<file path="src/rtl/core/mwd_pkg.sv">
// Shared types and constants for the magic word packet deframer.
// No dependencies; every other file imports this package.
package mwd_pkg;

  // Fixed header layout: 4 sync bytes, length, ident, sequence id
  localparam int          HEADER_BYTES    = 12;
  localparam logic [3:0]  SYNC_BYTES      = 4'd4;
  localparam logic [3:0]  POS_LEN_LO      = 4'd4;
  localparam logic [3:0]  POS_LEN_HI      = 4'd5;
  localparam logic [3:0]  POS_IDENT_LO    = 4'd6;
  localparam logic [3:0]  POS_IDENT_HI    = 4'd7;
  localparam logic [3:0]  POS_SEQ_B0      = 4'd8;
  localparam logic [3:0]  POS_SEQ_B1      = 4'd9;
  localparam logic [3:0]  POS_SEQ_B2      = 4'd10;
  localparam logic [3:0]  HDR_COUNT_END   = 4'(HEADER_BYTES);
  localparam logic [15:0] HDR_LEN         = 16'(HEADER_BYTES);
  localparam logic [15:0] COMPRESS_BIT    = 16'h8000;

  // Default depth of the queue between front and back
  localparam int          QUEUE_DEPTH_DEF = 2;

  // Parser phase, one-hot
  typedef enum logic [2:0] {
    PH_HUNT = 3'b001,
    PH_HEAD = 3'b010,
    PH_DATA = 3'b100
  } phase_t;

  // One queued result item, ident still raw
  typedef struct packed {
    logic [7:0]  data;
    logic [15:0] ident;
    logic [31:0] seq;
    logic        last;
    logic        empty;
    logic        err;
  } entry_t;

  // Queue to back-end handshake
  typedef struct packed {
    logic   valid;
    entry_t entry;
  } q_out_t;

endpackage

</file>
<file path="src/rtl/core/mwd_intf.sv">
// Channel interfaces: received bytes, result items, start word writes.
// Depends on mwd_pkg.
interface mwd_rx_if import mwd_pkg::*; ();
  logic       valid;
  logic       ready;
  logic [7:0] rx_byte;
  modport source (output valid, output rx_byte, input ready);
  modport sink   (input valid, input rx_byte, output ready);
endinterface

interface mwd_res_if import mwd_pkg::*; ();
  logic        valid;
  logic        ready;
  logic [7:0]  payload_byte;
  logic [14:0] packet_ident;
  logic        is_compressed;
  logic [31:0] sequence_id;
  logic        last_of_packet;
  logic        empty_packet;
  logic        length_error;
  modport source (output valid, output payload_byte, output packet_ident,
                  output is_compressed, output sequence_id, output last_of_packet,
                  output empty_packet, output length_error, input ready);
  modport sink   (input valid, input payload_byte, input packet_ident,
                  input is_compressed, input sequence_id, input last_of_packet,
                  input empty_packet, input length_error, output ready);
endinterface

interface mwd_cfg_if import mwd_pkg::*; ();
  logic        valid;
  logic        ready;
  logic [31:0] start_word;
  modport source (output valid, output start_word, input ready);
  modport sink   (input valid, input start_word, output ready);
endinterface

</file>
<file path="src/rtl/core/mwd_front.sv">
// Front end: sync word hunt, header capture and payload byte classification.
// Depends on mwd_pkg and the channel interfaces; pushes items into mwd_queue.
module mwd_front import mwd_pkg::*; (
  input  logic   clk,
  input  logic   rst,
  mwd_rx_if.sink  rx,
  mwd_cfg_if.sink cfg,
  input  logic   q_ready,
  output logic   push,
  output entry_t push_entry
);

  logic [31:0] start_word;
  phase_t      phase, phase_next;
  logic [31:0] sync_window, sync_window_next;
  logic [3:0]  header_count, header_count_next;
  logic [15:0] total_length, total_length_next;
  logic [15:0] ident_word, ident_word_next;
  logic [31:0] seq_word, seq_word_next;
  logic [15:0] bytes_left, bytes_left_next;
  logic        accept;
  logic        has_result;
  logic [7:0]  b;

  assign cfg.ready = 1'b1;
  assign rx.ready  = q_ready;
  assign accept    = rx.valid && q_ready;
  assign b         = rx.rx_byte;

  // Start word register
  always_ff @(posedge clk) begin
    if (rst) begin
      start_word <= '0;
    end else if (cfg.valid) begin
      start_word <= cfg.start_word;
    end
  end

  // Parser next state
  always_comb begin
    phase_next        = phase;
    sync_window_next  = sync_window;
    header_count_next = header_count;
    total_length_next = total_length;
    ident_word_next   = ident_word;
    seq_word_next     = seq_word;
    bytes_left_next   = bytes_left;
    has_result        = 1'b0;
    push_entry        = '0;
    unique case (phase)
      PH_HEAD: begin
        unique case (header_count)
          POS_LEN_LO:   total_length_next = {8'd0, b};
          POS_LEN_HI:   total_length_next = {b, total_length[7:0]};
          POS_IDENT_LO: ident_word_next   = {8'd0, b};
          POS_IDENT_HI: ident_word_next   = {b, ident_word[7:0]};
          POS_SEQ_B0:   seq_word_next     = {24'd0, b};
          POS_SEQ_B1:   seq_word_next     = {16'd0, b, seq_word[7:0]};
          POS_SEQ_B2:   seq_word_next     = {8'd0, b, seq_word[15:0]};
          default:      seq_word_next     = {b, seq_word[23:0]};
        endcase
        header_count_next = header_count + 4'd1;
        if (header_count_next == HDR_COUNT_END) begin
          // header complete: length checked here
          phase_next        = PH_HUNT;
          sync_window_next  = '0;
          header_count_next = '0;
          push_entry.ident  = ident_word_next;
          push_entry.seq    = seq_word_next;
          if (total_length < HDR_LEN) begin
            has_result       = 1'b1;
            push_entry.err   = 1'b1;
          end else if (total_length == HDR_LEN) begin
            has_result       = 1'b1;
            push_entry.last  = 1'b1;
            push_entry.empty = 1'b1;
          end else begin
            bytes_left_next = total_length - HDR_LEN;
            phase_next      = PH_DATA;
          end
        end
      end
      PH_DATA: begin
        bytes_left_next  = bytes_left - 16'd1;
        has_result       = 1'b1;
        push_entry.data  = b;
        push_entry.ident = ident_word;
        push_entry.seq   = seq_word;
        push_entry.last  = (bytes_left_next == 16'd0);
        if (push_entry.last) begin
          phase_next        = PH_HUNT;
          sync_window_next  = '0;
          header_count_next = '0;
        end
      end
      default: begin
        // hunting: slide window, newest byte on top
        sync_window_next = {b, sync_window[31:8]};
        if (header_count < SYNC_BYTES) begin
          header_count_next = header_count + 4'd1;
        end
        if (header_count_next == SYNC_BYTES && sync_window_next == start_word) begin
          phase_next = PH_HEAD;
        end
      end
    endcase
  end

  assign push = accept && has_result;

  // Control state
  always_ff @(posedge clk) begin
    if (rst) begin
      phase        <= PH_HUNT;
      sync_window  <= '0;
      header_count <= '0;
    end else if (accept) begin
      phase        <= phase_next;
      sync_window  <= sync_window_next;
      header_count <= header_count_next;
    end
  end

  // Header fields
  always_ff @(posedge clk) begin
    if (accept) begin
      total_length <= total_length_next;
      ident_word   <= ident_word_next;
      seq_word     <= seq_word_next;
      bytes_left   <= bytes_left_next;
    end
  end

endmodule

</file>
<file path="src/rtl/core/mwd_queue.sv">
// Short register queue between front and back end.
// Depends on mwd_pkg for the entry type.
module mwd_queue import mwd_pkg::*; #(
  parameter int DEPTH = QUEUE_DEPTH_DEF
) (
  input  logic   clk,
  input  logic   rst,
  input  logic   push,
  input  entry_t push_entry,
  output logic   push_ready,
  input  logic   pop,
  output q_out_t q_out
);

  localparam int PW = (DEPTH > 1) ? $clog2(DEPTH) : 1;
  localparam int CW = $clog2(DEPTH + 1);
  localparam logic [PW-1:0] LAST_PTR = PW'(DEPTH - 1);
  localparam logic [CW-1:0] FULL_CNT = CW'(DEPTH);

  entry_t        mem [DEPTH];
  logic [PW-1:0] wr_ptr, rd_ptr;
  logic [CW-1:0] count;

  assign push_ready  = (count != FULL_CNT);
  assign q_out.valid = (count != '0);
  assign q_out.entry = mem[rd_ptr];

  // Storage
  always_ff @(posedge clk) begin
    if (push) begin
      mem[wr_ptr] <= push_entry;
    end
  end

  // Pointers and fill count
  always_ff @(posedge clk) begin
    if (rst) begin
      wr_ptr <= '0;
      rd_ptr <= '0;
      count  <= '0;
    end else begin
      if (push) begin
        wr_ptr <= (wr_ptr == LAST_PTR) ? '0 : wr_ptr + PW'(1);
      end
      if (pop) begin
        rd_ptr <= (rd_ptr == LAST_PTR) ? '0 : rd_ptr + PW'(1);
      end
      if (push && !pop) begin
        count <= count + CW'(1);
      end else if (pop && !push) begin
        count <= count - CW'(1);
      end
    end
  end

endmodule

</file>
<file path="src/rtl/core/mwd_back.sv">
// Back end: splits the ident and holds each result item in the output register.
// Depends on mwd_pkg and the result channel interface.
module mwd_back import mwd_pkg::*; (
  input  logic      clk,
  input  logic      rst,
  input  q_out_t    q_out,
  output logic      pop,
  mwd_res_if.source res
);

  logic load;

  assign load = q_out.valid && (!res.valid || res.ready);
  assign pop  = load;

  // Output valid
  always_ff @(posedge clk) begin
    if (rst) begin
      res.valid <= 1'b0;
    end else if (!res.valid || res.ready) begin
      res.valid <= q_out.valid;
    end
  end

  // Output payload; compressed flag taken off the ident
  always_ff @(posedge clk) begin
    if (load) begin
      res.payload_byte   <= q_out.entry.data;
      res.packet_ident   <= q_out.entry.ident[14:0];
      res.is_compressed  <= |(q_out.entry.ident & COMPRESS_BIT);
      res.sequence_id    <= q_out.entry.seq;
      res.last_of_packet <= q_out.entry.last;
      res.empty_packet   <= q_out.entry.empty;
      res.length_error   <= q_out.entry.err;
    end
  end

endmodule

</file>
<file path="src/rtl/core/magic_word_packet_deframer.sv">
// Magic word packet deframer, top level.
// A result item on res is registered twice: in the queue storage, then in the output register.
// Throughput: one byte per cycle, set by the combinational parser in the front end.
// The front stalls only when the queue is full, i.e. when res is back-pressured.
// Reset (rst, synchronous): hunting, window cleared, queue empty, start_word 0.
module magic_word_packet_deframer import mwd_pkg::*; #(
  parameter int QUEUE_DEPTH = QUEUE_DEPTH_DEF
) (
  input  logic      clk,
  input  logic      rst,
  mwd_rx_if.sink    rx,
  mwd_cfg_if.sink   cfg,
  mwd_res_if.source res
);

  logic   push;
  logic   push_ready;
  logic   pop;
  entry_t push_entry;
  q_out_t q_out;

  mwd_front u_front (
    .clk        (clk),
    .rst        (rst),
    .rx         (rx),
    .cfg        (cfg),
    .q_ready    (push_ready),
    .push       (push),
    .push_entry (push_entry)
  );

  mwd_queue #(.DEPTH(QUEUE_DEPTH)) u_queue (
    .clk        (clk),
    .rst        (rst),
    .push       (push),
    .push_entry (push_entry),
    .push_ready (push_ready),
    .pop        (pop),
    .q_out      (q_out)
  );

  mwd_back u_back (
    .clk   (clk),
    .rst   (rst),
    .q_out (q_out),
    .pop   (pop),
    .res   (res)
  );

endmodule

</file>
<file path="src/flat_wrapper.sv">
// flat-port wrapper written by rule: the top's interface ports become plain ports
module magic_word_packet_deframer_flat import mwd_pkg::*;
#(
  parameter int QUEUE_DEPTH = QUEUE_DEPTH_DEF
)
  (clk, rst, rx_valid, rx_rx_byte, rx_ready, cfg_valid, cfg_start_word, cfg_ready, res_valid, res_payload_byte, res_packet_ident, res_is_compressed, res_sequence_id, res_last_of_packet, res_empty_packet, res_length_error, res_ready);
  mwd_rx_if rx_i ();
  mwd_cfg_if cfg_i ();
  mwd_res_if res_i ();
  input  logic clk;
  input  logic rst;
  input wire logic [$bits(rx_i.valid)-1:0] rx_valid;
  input wire logic [$bits(rx_i.rx_byte)-1:0] rx_rx_byte;
  output wire logic [$bits(rx_i.ready)-1:0] rx_ready;
  input wire logic [$bits(cfg_i.valid)-1:0] cfg_valid;
  input wire logic [$bits(cfg_i.start_word)-1:0] cfg_start_word;
  output wire logic [$bits(cfg_i.ready)-1:0] cfg_ready;
  output wire logic [$bits(res_i.valid)-1:0] res_valid;
  output wire logic [$bits(res_i.payload_byte)-1:0] res_payload_byte;
  output wire logic [$bits(res_i.packet_ident)-1:0] res_packet_ident;
  output wire logic [$bits(res_i.is_compressed)-1:0] res_is_compressed;
  output wire logic [$bits(res_i.sequence_id)-1:0] res_sequence_id;
  output wire logic [$bits(res_i.last_of_packet)-1:0] res_last_of_packet;
  output wire logic [$bits(res_i.empty_packet)-1:0] res_empty_packet;
  output wire logic [$bits(res_i.length_error)-1:0] res_length_error;
  input wire logic [$bits(res_i.ready)-1:0] res_ready;
  assign rx_i.valid = rx_valid;
  assign rx_i.rx_byte = rx_rx_byte;
  assign rx_ready = rx_i.ready;
  assign cfg_i.valid = cfg_valid;
  assign cfg_i.start_word = cfg_start_word;
  assign cfg_ready = cfg_i.ready;
  assign res_valid = res_i.valid;
  assign res_payload_byte = res_i.payload_byte;
  assign res_packet_ident = res_i.packet_ident;
  assign res_is_compressed = res_i.is_compressed;
  assign res_sequence_id = res_i.sequence_id;
  assign res_last_of_packet = res_i.last_of_packet;
  assign res_empty_packet = res_i.empty_packet;
  assign res_length_error = res_i.length_error;
  assign res_i.ready = res_ready;
  magic_word_packet_deframer #(.QUEUE_DEPTH(QUEUE_DEPTH)) u_core (.clk(clk), .rst(rst), .rx(rx_i), .cfg(cfg_i), .res(res_i));
endmodule
</file>
<file path="config.mk">
export PLATFORM = sky130hd
export DESIGN_NAME = magic_word_packet_deframer_flat
export DESIGN_NICKNAME = d
export VERILOG_FILES = /design/src/rtl/core/mwd_pkg.sv /design/src/rtl/core/mwd_intf.sv /design/src/rtl/core/mwd_front.sv /design/src/rtl/core/mwd_queue.sv /design/src/rtl/core/mwd_back.sv /design/src/rtl/core/magic_word_packet_deframer.sv /design/src/flat_wrapper.sv
export SDC_FILE = /design/constraint.sdc
export NUM_CORES = 1
export LEC_CHECK = 0
export BUFFER_PORTS_ARGS = -buffer_cell sky130_fd_sc_hd__clkbuf_2
export CORE_MARGIN = 4
export CORE_UTILIZATION = 55
export CTS_BUF_LIST = sky130_fd_sc_hd__clkbuf_8
export DETAILED_ROUTE_END_ITERATION = 8
export PLACE_DENSITY = 0.74
export SETUP_SLACK_MARGIN = 0.2
export SYNTH_ARGS = -nofsm -noshare
export SYNTH_HDL_FRONTEND = slang
export SYNTH_SLANG_ARGS = --single-unit
</file>
<file path="constraint.sdc">
create_clock -name clk -period 14.5 [get_ports clk]
set_input_delay 3.625 -clock clk [delete_from_list [all_inputs] [get_ports clk]]
set_output_delay 3.625 -clock clk [all_outputs]
set_load 0.05 [all_outputs]
</file>
==> results of run 1 <==
==> worst paths after layout <==
check / end / depth (start not counted)
setup / recovery: rx_ready / 2
hold / removal: u_core.u_front.sync_window[13] / 2
setup reg to reg: u_core.u_front.phase[1] / 7
hold reg to reg: u_core.u_front.sync_window[13] / 2
==> worst reg2reg max path, delay by kind of cell, from the launching register on <==
family,cells,cell delay (ns)
compound gates,4,1.47
flops,1,0.51
simple gates,3,1.12
==> cell type report <==
cell class	instances	area (um^2)	area share (%)
Sequential cell	325	9080	59.6
Multi-Input combinational cell	589	4250	27.9
Clock buffer	53	729	4.79
Timing Repair Buffer	114	593	3.89
Tap cell	324	405	2.66
Clock inverter	36	153	1.00
Inverter	8	30.0	0.197
==> layer usage <==
metal  part of all wire, %  track usage (%)  vias up
met5                     0                0        -
met4                   1.7             5.17        0
met3                   6.7             3.47       47
met2                    48             31.0      320
met1                    44             28.4     3999
li1                      -                -     3922
==> logic make-up after synthesis <==
kind of cell    after synthesis
flops                       325
simple gates                240
compound gates              190
mux                          92
buf+inv                      74
xor+xnor                     58
fa+ha+maj                     8
other cells                   1
==> power breakdown <==
| part | switching [mW] | total [mW] | internal [mW] |
|---|---|---|---|
| combinational | 0.0303 | 0.0521 | 0.0218 |
| clock | 0.335 | 0.673 | 0.338 |
| sequential | 0.00694 | 1.01 | 1.00 |
| total | 0.373 | 1.73 | 1.36 |
==> through the flow <==
step	power, mW	utilization [%]	hold WS (ns)
floorplan	1.06	-	0.444
global placement	1.08	59.0	0.450
detailed placement	1.08	59.0	0.457
CTS	1.75	62.7	0.465
global route	1.80	62.7	0.495
finish	1.73	62.7	0.464
==> cells in the final DEF (no fill, tap or decap), types with 6 or more instances in the layout <==
| cell | Yosys | layout |
|---|---|---|
| a22o_1 | 96 | 96 |
| mux2i_1 | 33 | 33 |
| nor2_1 | 58 | 57 |
| ha_1 | 8 | 8 |
| or3_1 | 7 | 7 |
| a21oi_1 | 47 | 47 |
| inv_1 | 8 | 28 |
| nand2b_1 | 9 | 9 |
| nor3_1 | 17 | 16 |
| mux2_2 | 59 | 59 |
| clkinv_1 | 0 | 7 |
| clkinv_2 | 0 | 6 |
| buf_4 | 4 | 9 |
| nor4_1 | 9 | 9 |
| and3_1 | 8 | 8 |
| and2_1 | 25 | 24 |
| xnor2_1 | 43 | 43 |
| xor2_1 | 15 | 15 |
| edfxtp_1 | 257 | 257 |
| clkbuf_8 | 0 | 53 |
| nand3_1 | 31 | 31 |
| dfxtp_1 | 68 | 67 |
| nand2_1 | 52 | 52 |
| clkbuf_2 | 0 | 105 |
| nand4_1 | 8 | 8 |
| o21ai_0 | 17 | 17 |
==> flip-flops by register name (all words and copies together) (netlist names), 8 cells and up <==
signal / count
u_core.u_front.ident_word: 16
u_core.u_back.res.sequence_id: 32
u_core.u_queue.mem: 118
u_core.u_front.seq_word: 32
u_core.u_front.bytes_left: 16
u_core.u_front.start_word: 32
u_core.u_back.res.packet_ident: 15
u_core.u_front.total_length: 16
u_core.u_front.sync_window: 24
u_core.u_back.res.payload_byte: 8
==> impl_metrics.toml, run 1 <==
[status]
run_status = "finished clean"

[hold_path]
hold_path_startpoint = "u_core.u_front.sync_window[13]"
timing.hold.worst.class = "reg2reg"

[critical_path]
crit_required_ns = 10.88
cell_type_group_with_the_largest_total_delay_on_the_critical_path = "flip-flops"
crit_arrival_ns = 1.43
worstSetupEndpointType = "primary output"
critical_path.reg2reg.startpoint = "u_core.u_front.bytes_left[3]"
worst-path-buf-inv = 1
reg_to_reg_slack_setup_ns = 11.29
crit_path_cell_trace = "nand2b_1 > clkbuf_2"
slowest_delay_ns = 0.40
worstPathMaxFanout = 5
startpoint_type = "register"
timing.critical_path.from = "u_core.u_queue.count[0]"
cell_at_the_slowest_stage_of_the_critical_path = "dfxtp_1"
critical_path_class = "reg2out"

[die]
design.portCount = 107
die_w_um = 165
initial_core_util_pct = 56.0
core_region_area_um2 = 24300
die_area_um2 = 27300
rows = 57
vert_die_dim_um = 165

[clocking]
post_cts_buffers = 0
cts-buffers-inserted = 51
tritoncts_clock_tree = "done"
cts_repair_resize_count = 0
worst_setup_hold_path_clk_slew_ns = 0.06
holdBufCountCts = 0
htree_num_levels = 2
cts.root.buffer_cell = "clkbuf_8"
cts_num_sinks = 325
cts-root-to-sink-buffers = 3
worstSkewPairLatency_ns = 0.57

[placed_design]
post-place-cells = 1360
dpl_worst_slack_ns = 9.11
io_buffer_count = 105
routability_congestion_estimate_from_global_placement = 0.825
post_dp_cell_area_um2 = 14400
place.detailed.hpwl_um = 16300

[sta]
period_minus_slack_ns = 5.05
achievable-frequency_mhz = 198
timing.max_slew.rel_slack_pct = 31.5
report.final.slew_viol_count = 0
worst-slew-pin-transition_ns = 1.03
finalWorstSetupSlack_ns = 9.45
finalSetupViolations = 0
timing_hold_violations_final = 0
setup-tns-final_ns = 0
grt_setup_unrepaired = "false"
worst_clock_skew_ns = 0.0207
post-route-period-util_pct = 34.8

[layout]
layout_cells_sized_above_1_pct = 22.5
nFillCells = 1847
finish.cell_count_without_fillers = 1449
final_nets = 1142
area_growth_pct = 11.9
post-route-cell-area_um2 = 15200
antenna_cells_inserted = 0

[synth]
synth_edf_count = 257
synth-warning-count = 0
synthTopCellsByArea = "edfxtp_1 (57%), dfxtp_1 (10%), a22o_1 (6.2%), mux2_2 (4.9%), xnor2_1 (2.8%)"
synth.lib_cells_used.distinct = 52
synth_top_flop_cell = "edfxtp_1"
synth.net_count = 1041
adder_cell_share_of_the_synthesized_area_pct = 0.735
postSynthAreaPerCell_um2 = 13.8
synth.ff_latch_count = 325
cells_after_synth = 988
synth_top_cells_by_count = "edfxtp_1 (257), a22o_1 (96), dfxtp_1 (68), mux2_2 (59), nor2_1 (58)"
area_share_of_and_or_nand_nor_cells_after_synthesis_pct = 8.71
synth_xor_area_share_pct = 3.73
synth.area.mux_share_pct = 7.30
synthDominantAreaCellType = "edfxtp_1"
seq_area_frac_synth_pct = 66.7
post-synth-top-area-fraction_pct = 56.7
mappedNetlistArea_um2 = 13600
synth_compound_gate_area_share_pct = 10.5
synth.most_common_cell = "edfxtp_1"
synth_top_family_by_area = "compound AO/OA/AOI/OAI gates"
synthArstFlopShare_pct = 0

[power_and_ir_drop]
p_leak_nw = 4.88
pwr_density_cell_nw_per_um2 = 114
worst_ir_drop_vdd_uv = 66.9

[grt]
grt_antenna_before_repair = 0
grt.total_usage_pct = 19.6
global_route.overflow_total = 0
pin_count_of_the_biggest_net_entering_global_routing = 70
grt_pass1_wl_um = 42000
via_count_of_the_first_global_routing_pass = 7968

[flow_run]
maxCapViolations = 0

[drt]
finalWirelength_um = 26900
vias_per_cell = 5.72
drcViolationCount = 0
routed_wire_length_per_instance_um = 18.5
route.vias.total = 8288
final_antenna_net_count = 0
drt-pass1-iter-count = 5
drt_iter0_drc = 731
No activity file was read; power rests on OpenSTA's default activity.
==> inputs of run 2 (changes only) <==
- ABC_AREA: default -> 1
- clock period: 14.5 -> 4.7 ns (I/O delays scaled with it)
==> run 2 against run 1 <==
Compared with the run above:
- die area rose by 3.5%
- utilization rose by 0.31 points
- clock skew rose by 0.015 ns
- wire length is 15% higher
- synthesized area grew 3.7%
==> impl_metrics.toml, run 2 <==
[die]
die_area_um2 = 28300
vert_die_dim_um = 168
rows = 58
design.portCount = 107
core_region_area_um2 = 25300
initial_core_util_pct = 55.9
die_w_um = 168

[sta]
finalSetupViolations = 0
period_minus_slack_ns = 3.46
timing_hold_violations_final = 0
hold_ws_ns = 0.481
post-route-period-util_pct = 73.6
timing.max_slew.rel_slack_pct = 26.6
grt_setup_unrepaired = "false"
worst-slew-pin-transition_ns = 1.09
report.final.slew_viol_count = 0
setup-tns-final_ns = 0
worst_clock_skew_ns = 0.0356
achievable-frequency_mhz = 289

[synth]
synth-warning-count = 0
postSynthAreaPerCell_um2 = 9.95
synth.most_common_cell = "nand2_1"
synthDominantAreaCellType = "edfxtp_1"
synth_edf_count = 257
synth_top_flop_cell = "edfxtp_1"
synth.net_count = 1472
synthArstFlopShare_pct = 0
mappedNetlistArea_um2 = 14100
synthTopCellsByArea = "edfxtp_1 (55%), nand2_1 (10%), dfxtp_1 (9.6%), nor2_1 (4.3%), inv_1 (3.4%)"
seq_area_frac_synth_pct = 64.3
synth_top_cells_by_count = "nand2_1 (391), edfxtp_1 (257), nor2_1 (160), inv_1 (127), o21ai_0 (91)"
synth.lib_cells_used.distinct = 47
synth.ff_latch_count = 325
cells_after_synth = 1419
post-synth-top-area-fraction_pct = 54.6

[drt]
finalWirelength_um = 31000
drcViolationCount = 0
drt-pass1-iter-count = 6
routed_wire_length_per_instance_um = 16.3
vias_per_cell = 5.37
drt_iter0_drc = 1162
route.vias.total = 10200
final_antenna_net_count = 0

[power_and_ir_drop]
pwr_density_cell_nw_per_um2 = 496
p_leak_nw = 6.69
worst_ir_drop_vdd_uv = 377
report.power.total_mw = 7.89

[clocking]
cts-buffers-inserted = 51
worstSkewPairLatency_ns = 0.59
holdBufCountCts = 0
worst_setup_hold_path_clk_slew_ns = 0.07
htree_num_levels = 2
post_cts_buffers = 0
tritoncts_clock_tree = "done"
cts-root-to-sink-buffers = 3
cts_num_sinks = 325
cts_repair_resize_count = 0
cts.root.buffer_cell = "clkbuf_8"

[flow_run]
maxCapViolations = 0

[grt]
grt.total_usage_pct = 21.7
pin_count_of_the_biggest_net_entering_global_routing = 63
grt_pass1_wl_um = 49700
via_count_of_the_first_global_routing_pass = 9716
global_route.overflow_total = 0
grt_antenna_before_repair = 0

[layout]
layout.cells.most_common = "nand2_1"
layout_cells_sized_above_1_pct = 14.9
largest_register_ffs = 118
antenna_cells_inserted = 0
final_nets = 1587
mostFrequentLayoutCells = "nand2_1 (391), edfxtp_1 (257), nor2_1 (156)"
largest_register = "u_core.u_queue.mem"
area_growth_pct = 12.6

[status]
run_status = "finished clean"

[critical_path]
worstSetupEndpointType = "register"
worstPathMaxFanout = 38
crit_required_ns = 4.95
critical_path_class = "reg2reg"
crit_arrival_ns = 3.71
startpoint_type = "register"

[hold_path]
timing.hold.worst.class = "reg2reg"

[placed_design]
place.detailed.hpwl_um = 20500
io_buffer_count = 105
routability_congestion_estimate_from_global_placement = 0.906
run 2: cell count changes after synthesis, moves of 10 or more:
cell / change
nand2_1: +339
o21ai_0: +74
mux2i_1: -32
xnor2_1: -33
o21ai_1: +13
mux2_2: -59
inv_1: +119
nor2_1: +102
a21oi_1: +10
and2_1: -24
a22o_1: -96
o22ai_1: +34
clkbuf_1: -11
run 2: area by class of cell:
cell class | instances | area, um^2
fill | 2056 | 9350
tap | 330 | 413
timing repair buffer | 118 | 636
clock inverter | 40 | 231
clock buffer | 53 | 729
multi-input combinational | 894 | 4280
inverter | 144 | 541
sequential | 325 | 9080
run 2: through the flow:
| step | cells | cell area [um^2] | setup slack [ns] | utilization (%) |
|---|---|---|---|---|
| finish | 1904 | 15900 | 1.24 | 63.0 |
| detailed placement | 1811 | 14900 | 1.29 | 59.2 |
| global placement | 1811 | 14900 | 1.39 | 59.2 |
| floorplan | 1419 | 14100 | 0.209 | - |
| global route | 1904 | 15900 | 0.985 | 63.0 |
| CTS | 1904 | 15900 | 1.27 | 63.0 |
run 2: path summary, 6_finish.rpt:
check	startpoint	end	slack [ns]	cells past startpoint
max	u_core.u_front.header_count[0]	u_core.u_queue.mem[0][23]	1.24	12
min	u_core.u_front.start_word[5]	u_core.u_front.start_word[5]	0.48	2
min reg2reg	u_core.u_front.start_word[5]	u_core.u_front.start_word[5]	0.48	2
max reg2reg	u_core.u_front.header_count[0]	u_core.u_queue.mem[0][23]	1.24	12
run 2: metal layers:
layer | routed length, um | vias to the layer above | GRT usage (%)
met5 | 0 | - | 0
met4 | 833 | 0 | 7.83
met3 | 2680 | 67 | 4.32
met2 | 14500 | 451 | 34.7
met1 | 12900 | 4730 | 29.9
li1 | - | 4976 | -
run 2: logic make-up (layout without fill, tap and decap cells):
| kind of cell | count (synthesis) | count (layout) | share of synthesized area (%) |
|---|---|---|---|
| AOI/OAI and AO/OA | 228 | 228 | 9.29 |
| xor gates and xnor gates | 24 | 24 | 1.54 |
| adders and majority gates | 8 | 8 | 0.709 |
| DFF | 325 | 325 | 64.3 |
| other | 1 | 1 | 0.0266 |
| buffers and inverters | 200 | 355 | 5.74 |
| and+or+nand+nor | 632 | 632 | 18.3 |
| muxes | 1 | 1 | 0.0709 |
run 2: worst max-delay path, cell delays in order (launching register included):
cell and delay, ns:
dfxtp_1 0.45, ha_1 0.22, inv_1 0.08, nor2_1 0.19, inv_1 0.11, nor2_4 0.08, buf_4 0.34, inv_2 0.23
nor2_2 0.17, nand3b_1 0.12, nand2_1 0.15, nor2_4 0.62, buf_12 0.31
run 2: where the power goes:
group / switching (mW) / leakage, nW / total [mW] / internal, mW
clock network: 1.07 / 0.570 / 2.23 / 1.16
registers: 0.159 / 3.13 / 3.67 / 3.51
logic: 1.60 / 2.99 / 1.99 / 0.394
total: 2.83 / 6.69 / 7.89 / 5.07
